`config.mk`:
```
export PLATFORM = sky130hd
export DESIGN_NAME = cpfa_word_unit
export DESIGN_NICKNAME = d
export VERILOG_FILES = /design/src/design/cpfa_pkg.sv /design/src/design/cpfa_word_unit.sv
export SDC_FILE = /design/constraint.sdc
export NUM_CORES = 1
export LEC_CHECK = 0
export BUFFER_PORTS_ARGS = -buffer_cell sky130_fd_sc_hd__buf_4
export CAP_MARGIN = 20
export CORE_MARGIN = 1
export CORE_UTILIZATION = 40
export DETAILED_ROUTE_END_ITERATION = 6
export PLACE_DENSITY = 0.62
export RECOVER_POWER = 100
export SLEW_MARGIN = 20
export SYNTH_ARGS = -nofsm -noshare
export SYNTH_HDL_FRONTEND = slang
export SYNTH_SLANG_ARGS = --single-unit
```
`constraint.sdc`:
```
create_clock -name vclk -period 7.88
set_clock_uncertainty 0.15 [all_clocks]
set_input_delay 0 -clock vclk [all_inputs]
set_output_delay 0 -clock vclk [all_outputs]
set_load 0.005 [all_outputs]
```
`src/design/cpfa_pkg.sv`:
```
package cpfa_pkg;

	localparam int BITMAP_WORDS = 1024;
	localparam int WORD_BITS    = 32;
	localparam int BIT_AW       = 5;
	localparam int WORD_AW      = (BITMAP_WORDS > 1) ? $clog2(BITMAP_WORDS) : 1;
	localparam int FRAME_AW     = WORD_AW + BIT_AW;
	localparam int TOTAL_FRAMES = BITMAP_WORDS * WORD_BITS;
	localparam int RUN_W        = FRAME_AW + 1;
	localparam int COUNT_W      = 16;
	localparam int CMP_W        = ((RUN_W > COUNT_W) ? RUN_W : COUNT_W) + 1;
	localparam int ADDR_W       = 32;
	localparam int FRAME_SHIFT  = 12;
	localparam int OFF_W        = ADDR_W - FRAME_SHIFT;
	localparam int CHK_W        = OFF_W + 1;
	localparam int LEVELS       = BIT_AW + 1;

	localparam logic [WORD_BITS-1:0] WORD_ONES = {WORD_BITS{1'b1}};

	localparam logic OP_ALLOC = 1'b0;
	localparam logic OP_FREE  = 1'b1;

	localparam logic [1:0] ST_OK    = 2'd0;
	localparam logic [1:0] ST_NOMEM = 2'd1;
	localparam logic [1:0] ST_ZERO  = 2'd2;
	localparam logic [1:0] ST_RANGE = 2'd3;

	typedef enum logic [2:0] {
		S_CLEAR,
		S_IDLE,
		S_SCAN,
		S_FCHK,
		S_PREP,
		S_MRD,
		S_MWR
	} state_t;

	// bit range of one word to set or clear
	typedef struct packed {
		logic              op;
		logic [BIT_AW-1:0] lo_bit;
		logic [BIT_AW-1:0] hi_bit;
	} mark_ctl_t;

	// outcome of evaluating one bitmap word during the scan
	typedef struct packed {
		logic              found;
		logic              from_carry;
		logic [BIT_AW-1:0] pos;
		logic [RUN_W-1:0]  next_run;
	} scan_res_t;

endpackage

```
`src/design/cpfa_word_unit.sv`:
```
module cpfa_word_unit (
	input  logic [cpfa_pkg::WORD_BITS-1:0] word,
	input  logic [cpfa_pkg::RUN_W-1:0]     run,
	input  logic [cpfa_pkg::COUNT_W-1:0]   count,
	input  cpfa_pkg::mark_ctl_t            mark,
	output cpfa_pkg::scan_res_t            res,
	output logic [cpfa_pkg::WORD_BITS-1:0] new_word
);

	logic [cpfa_pkg::WORD_BITS-1:0]                        free_bits;
	logic [cpfa_pkg::LEVELS-1:0][cpfa_pkg::WORD_BITS-1:0]  runs;
	logic [cpfa_pkg::WORD_BITS-1:0]                        starts;
	logic [cpfa_pkg::BIT_AW:0]                             sh;
	logic [cpfa_pkg::BIT_AW:0]                             tz;
	logic [cpfa_pkg::BIT_AW:0]                             lz;
	logic [cpfa_pkg::BIT_AW-1:0]                           pos;
	logic [cpfa_pkg::CMP_W-1:0]                            sum;
	logic                                                  small_count;
	logic                                                  hit_carry;
	logic [cpfa_pkg::WORD_BITS-1:0]                        mask;

	always_comb begin
		free_bits = ~word;

		// free bits from the bottom and from the top
		tz = (cpfa_pkg::BIT_AW + 1)'(cpfa_pkg::WORD_BITS);
		for (int i = cpfa_pkg::WORD_BITS - 1; i >= 0; i--) begin
			if (word[i]) begin
				tz = (cpfa_pkg::BIT_AW + 1)'(i);
			end
		end
		lz = (cpfa_pkg::BIT_AW + 1)'(cpfa_pkg::WORD_BITS);
		for (int i = 0; i < cpfa_pkg::WORD_BITS; i++) begin
			if (word[i]) begin
				lz = (cpfa_pkg::BIT_AW + 1)'(cpfa_pkg::WORD_BITS - 1 - i);
			end
		end

		// runs[k] marks positions that start 2**k free bits
		runs[0] = free_bits;
		for (int k = 1; k < cpfa_pkg::LEVELS; k++) begin
			runs[k] = runs[k-1] & (runs[k-1] >> (1 << (k - 1)));
		end

		// combine power-of-two runs into a run of exactly count bits
		starts = cpfa_pkg::WORD_ONES;
		sh     = '0;
		for (int b = 0; b < cpfa_pkg::LEVELS; b++) begin
			if (count[b]) begin
				starts = starts & (runs[b] >> sh);
				sh     = sh + (cpfa_pkg::BIT_AW + 1)'(1 << b);
			end
		end

		pos = '0;
		for (int i = cpfa_pkg::WORD_BITS - 1; i >= 0; i--) begin
			if (starts[i]) begin
				pos = cpfa_pkg::BIT_AW'(i);
			end
		end

		small_count = count <= cpfa_pkg::COUNT_W'(cpfa_pkg::WORD_BITS);
		sum         = cpfa_pkg::CMP_W'(run) + cpfa_pkg::CMP_W'(tz);
		hit_carry   = sum >= cpfa_pkg::CMP_W'(count);

		res.found      = hit_carry || (small_count && (starts != '0));
		res.from_carry = hit_carry;
		res.pos        = pos;
		res.next_run   = (word == '0) ? run + cpfa_pkg::RUN_W'(cpfa_pkg::WORD_BITS)
		                              : cpfa_pkg::RUN_W'(lz);

		// read-modify-write of one word of a run
		mask = (cpfa_pkg::WORD_ONES << mark.lo_bit)
		     & (cpfa_pkg::WORD_ONES >> (cpfa_pkg::BIT_AW'(cpfa_pkg::WORD_BITS - 1) - mark.hi_bit));
		new_word = (mark.op == cpfa_pkg::OP_ALLOC) ? (word | mask) : (word & ~mask);
	end

endmodule

```
# After elaboration in Yosys (flattened, before gate mapping)
# Cells that the tools add are included.
# Widths: inputs -> output; s select.
# op_classes
n_eq_ne,0
order_cmp,2
shifts,7
mul,0
n_bitwise,15
n_mux,109
reduce_logical,4
add_sub_neg,7
div,0
# ops
cell,n
$mux 6,68
$and 32x32->32,7
$mux 32,7
$mux 5,32
$shr 32x6->32,5
$not 32->32,2
$and 32x16->32,1
$and 32x24->32,1
$and 32x28->32,1
$and 32x30->32,1
$and 32x31->32,1
$logic_not 32->1,1
$or 32x32->32,1
$reduce_bool 32->1,1
$shl 32x5->32 const A,1
$shr 32x5->32 const A,1
$add 16x6->17,1
$ge 17x16->1,1
$add 16x6->16 const B,1
$le 16x6->1 const B,1
$mux 16,1
$add 6x2->6 const B,1
$add 6x3->6 const B,1
$add 6x4->6 const B,1
other kinds (5),5
# word_totals
latch_bits,0
ram_bits,0
n_memories,0
mem_bits_ro,0
register_bits,0
output_inout_bits,55

# Depth between registers and ports, before layout
# Gate-level depths: netlist (run 1).
# logic_depth
ltp_word,45
mapped_depth,28
depth_no_buf,26

# Worst setup path after synthesis (run 1)
# OpenSTA, ideal clock, no wires.
# synth_timing
path_type,input to output
from,input word[23] in the netlist's numbering
to,output res[21] in the netlist's numbering
stages,26
required_time_ns,7.730
arrival_time_ns,4.411
path_buffers,3
setup_slack_ns,3.319
path_cell_list,clkbuf_1 -> clkbuf_1 -> nor2_1 -> a21boi_0 -> o31ai_1 -> a211oi_1 -> o31ai_1 -> a211oi_1 -> o311ai_0 -> and2_1 -> ha_1 -> a21o_1 -> a21oi_1 -> o21ai_0 -> a21oi_1 -> nor2b_1 -> o21ai_0 -> nor2_1 -> xor2_1 -> ha_1 -> o21ai_0 -> a21oi_1 -> o2111ai_1 -> and3_1 -> o211ai_1 -> buf_4
# synth_between
elab_chain_len,26
# synth_rtl
element,line_no,rtl
from (decl),cpfa_word_unit.sv:2,"input logic [cpfa_pkg::WORD_BITS-1:0] word,"
$mux 6 (24 in a row),cpfa_word_unit.sv:28,if (word[i]) begin
$add 16x6->17,cpfa_word_unit.sv:63,sum = cpfa_pkg::CMP_W'(run) + cpfa_pkg::CMP_W'(tz);
$ge 17x16->1,cpfa_word_unit.sv:64,hit_carry = sum >= cpfa_pkg::CMP_W'(count);
to (decl),cpfa_word_unit.sv:6,"output cpfa_pkg::scan_res_t res,"
# Every way passes these cells.

==> metrics.yaml, run 1 <==
global_route:
  grt_pass1_vias: 8880
  grt_pass1_wl_mm: 51.9
  grt_max_degree: 66
  grt.total_usage_pct: 36.4
  grt.overflow.total: 0
  antenna_found_initial: 0
power:
  powerDensity_mw_per_mm2: 51.2
  p_seq_share_pct: 0
  comb_power_share_pct: 100.0
  p_switching_uw: 258
  peakVddDrop_mv: 0.0419
  pwr-share-clk_pct: 0
  p_sw_share_pct: 63.5
  p_leak_nw: 2.88
  p_int_uw: 149
clock_network:
  cts_repair_resize_count: 0
  ctsHoldBuffers: 0
  cts_setup_buffers: 0
place:
  place_worst_setup_slack_ns: 2.70
  hpwlAfterDp_mm: 25.8
  place_area_sq_mm: 0.00795
  portBuffers: 130
  place.gp.congestion: 1.03
floorplan:
  dieWidth_um: 135
  start_util_pct: 40.9
  rows: 48
  chipHeight_um: 135
  die_area_sq_mm: 0.0182
  core-area_sq_mm: 0.0172
  io_pins: 130
layout:
  n_clock_buffer: 0
  seqCellArea_sq_um: 0
  drive_gt1_share_pct: 16.6
  area.growth.synth_to_final_pct: 12.7
  nets: 1273
  finalCoreUtilization_pct: 46.1
  seq_cells: 0
  n_antenna_cell: 0
  final_area_sq_mm: 0.00794
setup_path:
  crit_end: "res[22]"
  worstPathMaxFanout: 21
  startpoint: "word[12]"
  startpoint_type: "primary input"
  required_ns: 7.73
  critPathCaptureType: "output port"
  arrival_ns: 5.43
  critPathKind: "in -> out"
logic_synthesis:
  yosys_warnings: 0
  synthTopCellsByArea: "a21oi_1 (6.4%), nor2_1 (6.2%), o21ai_0 (5.6%)"
  synth.most_common_cell: "nor2_1"
  synth_top_cell_area_share_pct: 6.39
  synthTopCellsByCount: "nor2_1 (117), nand2_1 (103), a21oi_1 (90), clkbuf_1 (84), o21ai_0 (79)"
  synthCells: 1146
  synth.distinct_cells: 80
  seq_area_frac_synth_pct: 0
  syn_area_sq_mm: 0.00705
  synth_largest_area_cell: "a21oi_1"
  syn_avg_cell_area_sq_um: 6.15
  syn-num-nets: 1245
detailed_routing:
  wl_per_cell_um: 24.4
  vias_per_cell: 7.10
  drc: 0
  dr.pass1.iters: 5
  wirelength_mm: 34.1
  antenna_left: 0
  drt_iter0_markers: 1177
  via_count: 9915
sta:
  period_share_pct: 70.8
  hold_ws_ns: 0.151
  period_minus_slack_ns: 5.58
  finalSetupViolations: 0
  timing.fmax_mhz: 179
  finalHoldViolCount: 0
  rsz0062_at_grt: "no"
  finalWorstSetupSlack_ns: 2.30
  worst_pin_slew_ns: 1.32
  relSlewSlack_pct: 11.0
  maxSlewViolCount: 0
  setup_tns_ns: 0
job:
  cap_violations: 0
min_path:
  min_path_type: "in -> out"
outcome:
  status: "finished, final reports clean"
==> kinds of logic after synthesis <==
logic type	share of synthesized area [%]
simple gates	35.8
mux	8.13
buf+inv	9.64
fa+ha+maj	4.37
compound gates	39.5
xor+xnor	2.61
==> power groups by stage <==
stage               combinational [mW]  clock, mW  sequential [mW]
detailed placement               0.397          0                0
finish                           0.407          0                0
CTS                              0.399          0                0
global placement                 0.398          0                0
floorplan                        0.247          0                0
global route                     0.437          0                0
==> worst min path at each step <==
stage,cells after the start,slack [ns],end,from
3_5_place_dp,4,0.15,res[4],run[4]
5_1_grt,3,0.18,res[5],run[5]
4_1_cts,4,0.15,res[4],run[4]
6_report,4,0.15,res[4],run[4]
2_1_floorplan,1,-0.12,res[5],run[5]
3_3_place_gp,4,0.16,res[4],run[4]
==> stage by stage <==
stage	total power, mW	std cells
after floorplan	0.247	1146
after global placement	0.398	1397
after detailed placement	0.397	1397
after CTS	0.399	1397
after global routing	0.437	1397
final	0.407	1397
==> worst max-delay path, stage by stage <==
cell and delay (ns):
clkbuf_1 0.40, nor4_1 1.23, nand4_1 0.39, or2_0 0.71
inv_1 0.26, ha_1 0.29, nor2b_1 0.15, o21ai_0 0.43
nor2_1 0.11, xor2_1 0.17, ha_1 0.30, nand3_1 0.07
a21oi_1 0.15, o2111ai_1 0.12, and3_1 0.19, o211ai_1 0.23
a21o_1 0.11, clkbuf_4 0.12
==> routing by layer <==
metal / part of all wire [%] / wire length [um] / global-route usage [%]
met4: 5.5 / 1870 / 17.7
met1: 41 / 13900 / 49.6
met5: 0 / 0 / 0
met2: 44 / 14900 / 56.5
met3: 10 / 3450 / 4.69
==> area by class of cell <==
cell class | count | area [sq um]
fillers | 1914 | 9290
inverters | 53 | 199
multi-input cells | 973 | 6380
well taps | 225 | 282
repair buffers | 146 | 1080
==> placed cells by master, fill, tap and decap left out, drive strengths merged, types with 8 or more instances in the layout <==
master,count
o22ai,19
or2,9
a2111oi,10
nand2b,17
clkbuf,38
nor2b,12
xor2,11
nand3,37
o41a,11
mux4,12
nor2,117
nor3,46
a211oi,16
mux2i,19
a221oi,10
a21o,9
ha,23
or4,29
buf,108
nand2,103
o41ai,8
a31oi,11
and3,10
o21ai,80
mux2,10
and4,8
or3,9
o31ai,13
a21oi,90
o32ai,8
o211ai,15
inv,51
o21a,8
xnor2,10
nor4,48
o221ai,10
nand4,28
No activity file was read; power rests on OpenSTA's default activity.
==> run 2, diff against run 1 <==
Clock period 7.88 ns to 5.33 ns, I/O delays scaled along.
==> run 2 against run 1 <==
Against the previous run:
- the flow now finishes with violations (design-rule violations)
- largest power group unchanged
- sequential cell count unchanged
- largest cell class unchanged
- hold slack better by 0.0041 ns
- utilization grew 0.41 points
==> metrics.yaml, run 2 (synthesis results as in run 1) <==
outcome:
  status: "finished, violations left"
  violations: "design-rule violations"
detailed_routing:
  via_count: 10000
  drt_iter0_markers: 1483
  wl_per_cell_um: 24.2
  dr.pass1.iters: 7
  vias_per_cell: 7.14
  wirelength_mm: 34.0
  drc: 14
  antenna_left: 0
power:
  p_leak_nw: 2.91
  powerDensity_mw_per_mm2: 75.7
  peakVddDrop_mv: 0.0609
sta:
  rsz0062_at_grt: "no"
  worst_pin_slew_ns: 1.13
  setup_tns_ns: 0
  finalSetupViolations: 0
  period_share_pct: 92.7
  maxSlewViolCount: 0
  timing.fmax_mhz: 202
  period_minus_slack_ns: 4.94
  finalWorstSetupSlack_ns: 0.391
  finalHoldViolCount: 0
  hold_ws_ns: 0.155
  relSlewSlack_pct: 24.4
layout:
  drive_gt1_share_pct: 17.3
  mostFrequentLayoutCell: "nor2_1"
  multi_input_area_sq_mm: 0.00639
  nets: 1281
  n_antenna_cell: 0
  n_clock_buffer: 0
  fillerInstances: 1882
  final_cell_mix: "nor2_1 (117), buf_4 (113), nand2_1 (103), a21oi_1 (89), o21ai_0 (80)"
  seq_cells: 0
  seqCellArea_sq_um: 0
  finalCoreUtilization_pct: 46.5
  area.growth.synth_to_final_pct: 13.7
floorplan:
  chipHeight_um: 135
  dieWidth_um: 135
  start_util_pct: 40.9
  die_area_sq_mm: 0.0182
  rows: 48
  io_pins: 130
  core-area_sq_mm: 0.0172
setup_path:
  worstPathMaxFanout: 21
  critPathCaptureType: "output port"
  slowest_stage: "nor4_2"
  critPathKind: "in -> out"
  critPathMaxStageDelay_ns: 1.00
  required_ns: 5.18
  startpoint_type: "primary input"
  crit_chain: "clkbuf_1 -> nor4_2 -> nand4_1 -> or2_2 -> inv_1 -> ha_1 -> nor2b_1 -> o21ai_0 -> buf_4 -> nor2_1 -> xor2_1 -> ha_1 -> nand3_1 -> a21oi_1 -> o2111ai_1 -> and3_1 -> o211ai_1 -> a21o_1 -> buf_4"
  arrival_ns: 4.79
global_route:
  met1_usage_pct: 49.9
  top_usage_layer: "met2"
  met3_usage_pct: 4.95
  grt.total_usage_pct: 36.4
  grt.overflow.total: 0
  grt_use_met2_pct: 55.5
  antenna_found_initial: 0
  grt_max_degree: 47
  grt_pass1_vias: 8814
  grt_pass1_wl_mm: 51.9
min_path:
  holdCritStartpoint: "run[5]"
  min_path_cells: 3
  min_path_type: "in -> out"
  hold_path_end: "res[5]"
place:
  hpwlAfterDp_mm: 25.7
  place_worst_setup_slack_ns: 0.401
  place.gp.congestion: 1.05
  portBuffers: 130
job:
  cap_violations: 0
## run 2: cell count changes in the layout (fill, tap and decap cells not counted), moves of 2 or more
| cell | delta |
|---|---|
| nor4_2 | -2 |
| nor4_1 | +2 |
| clkbuf_1 | +2 |
| buf_4 | +5 |
## run 2: cell type report
cell class	count	share of cell area [%]
inverters	53	2.48
well taps	225	3.51
multi-input cells	973	79.7
repair buffers	154	14.3
## run 2: worst max-delay path by stage
stage,slack [ns],from,cells after the start,endpoint
finish,0.39,word[12],19,res[22]
global route,0.01,word[30],28,res[22]
CTS,0.38,word[30],28,res[22]
detailed placement,0.40,word[30],28,res[22]
global placement,0.49,word[30],28,res[22]
floorplan,0.77,word[23],26,res[21]
## run 2: report_power, final
part / leakage (nW) / switching, mW / total (mW) / internal, mW
Combinational: 2.91 / 0.385 / 0.607 / 0.222
Clock: 0 / 0 / 0 / 0
Sequential: 0 / 0 / 0 / 0
Total: 2.91 / 0.385 / 0.607 / 0.222
## run 2: worst max-delay path: cells and delay by family
family | cells | cell delay [ns]
buf+inv | 4 | 0.86
fa+ha+maj | 2 | 0.56
simple gates | 7 | 2.42
xor+xnor | 1 | 0.14
compound gates | 5 | 0.77
## run 2: through the flow
step / cell area, sq um / power (mW) / instances
finish: 8010 / 0.607 / 1405
global route: 8010 / 0.650 / 1405
CTS: 8000 / 0.589 / 1403
detailed placement: 8000 / 0.586 / 1403
global placement: 8000 / 0.589 / 1403
floorplan: 7050 / 0.365 / 1146
## run 2: metal layers
metal | vias up | share of wire, %
li1 | 4518 | -
met1 | 4610 | 40
met2 | 765 | 42
met4 | 0 | 5.9
met5 | - | 0
met3 | 142 | 11
## run 2: repair_timing
item / CTS / global route
hold endpoints to repair: 0 / 0
setup buffers: 0 / 1
gates resized for setup: 0 / 6
endpoints found under the setup margin: 0 / 2
hold buffers: 0 / 0
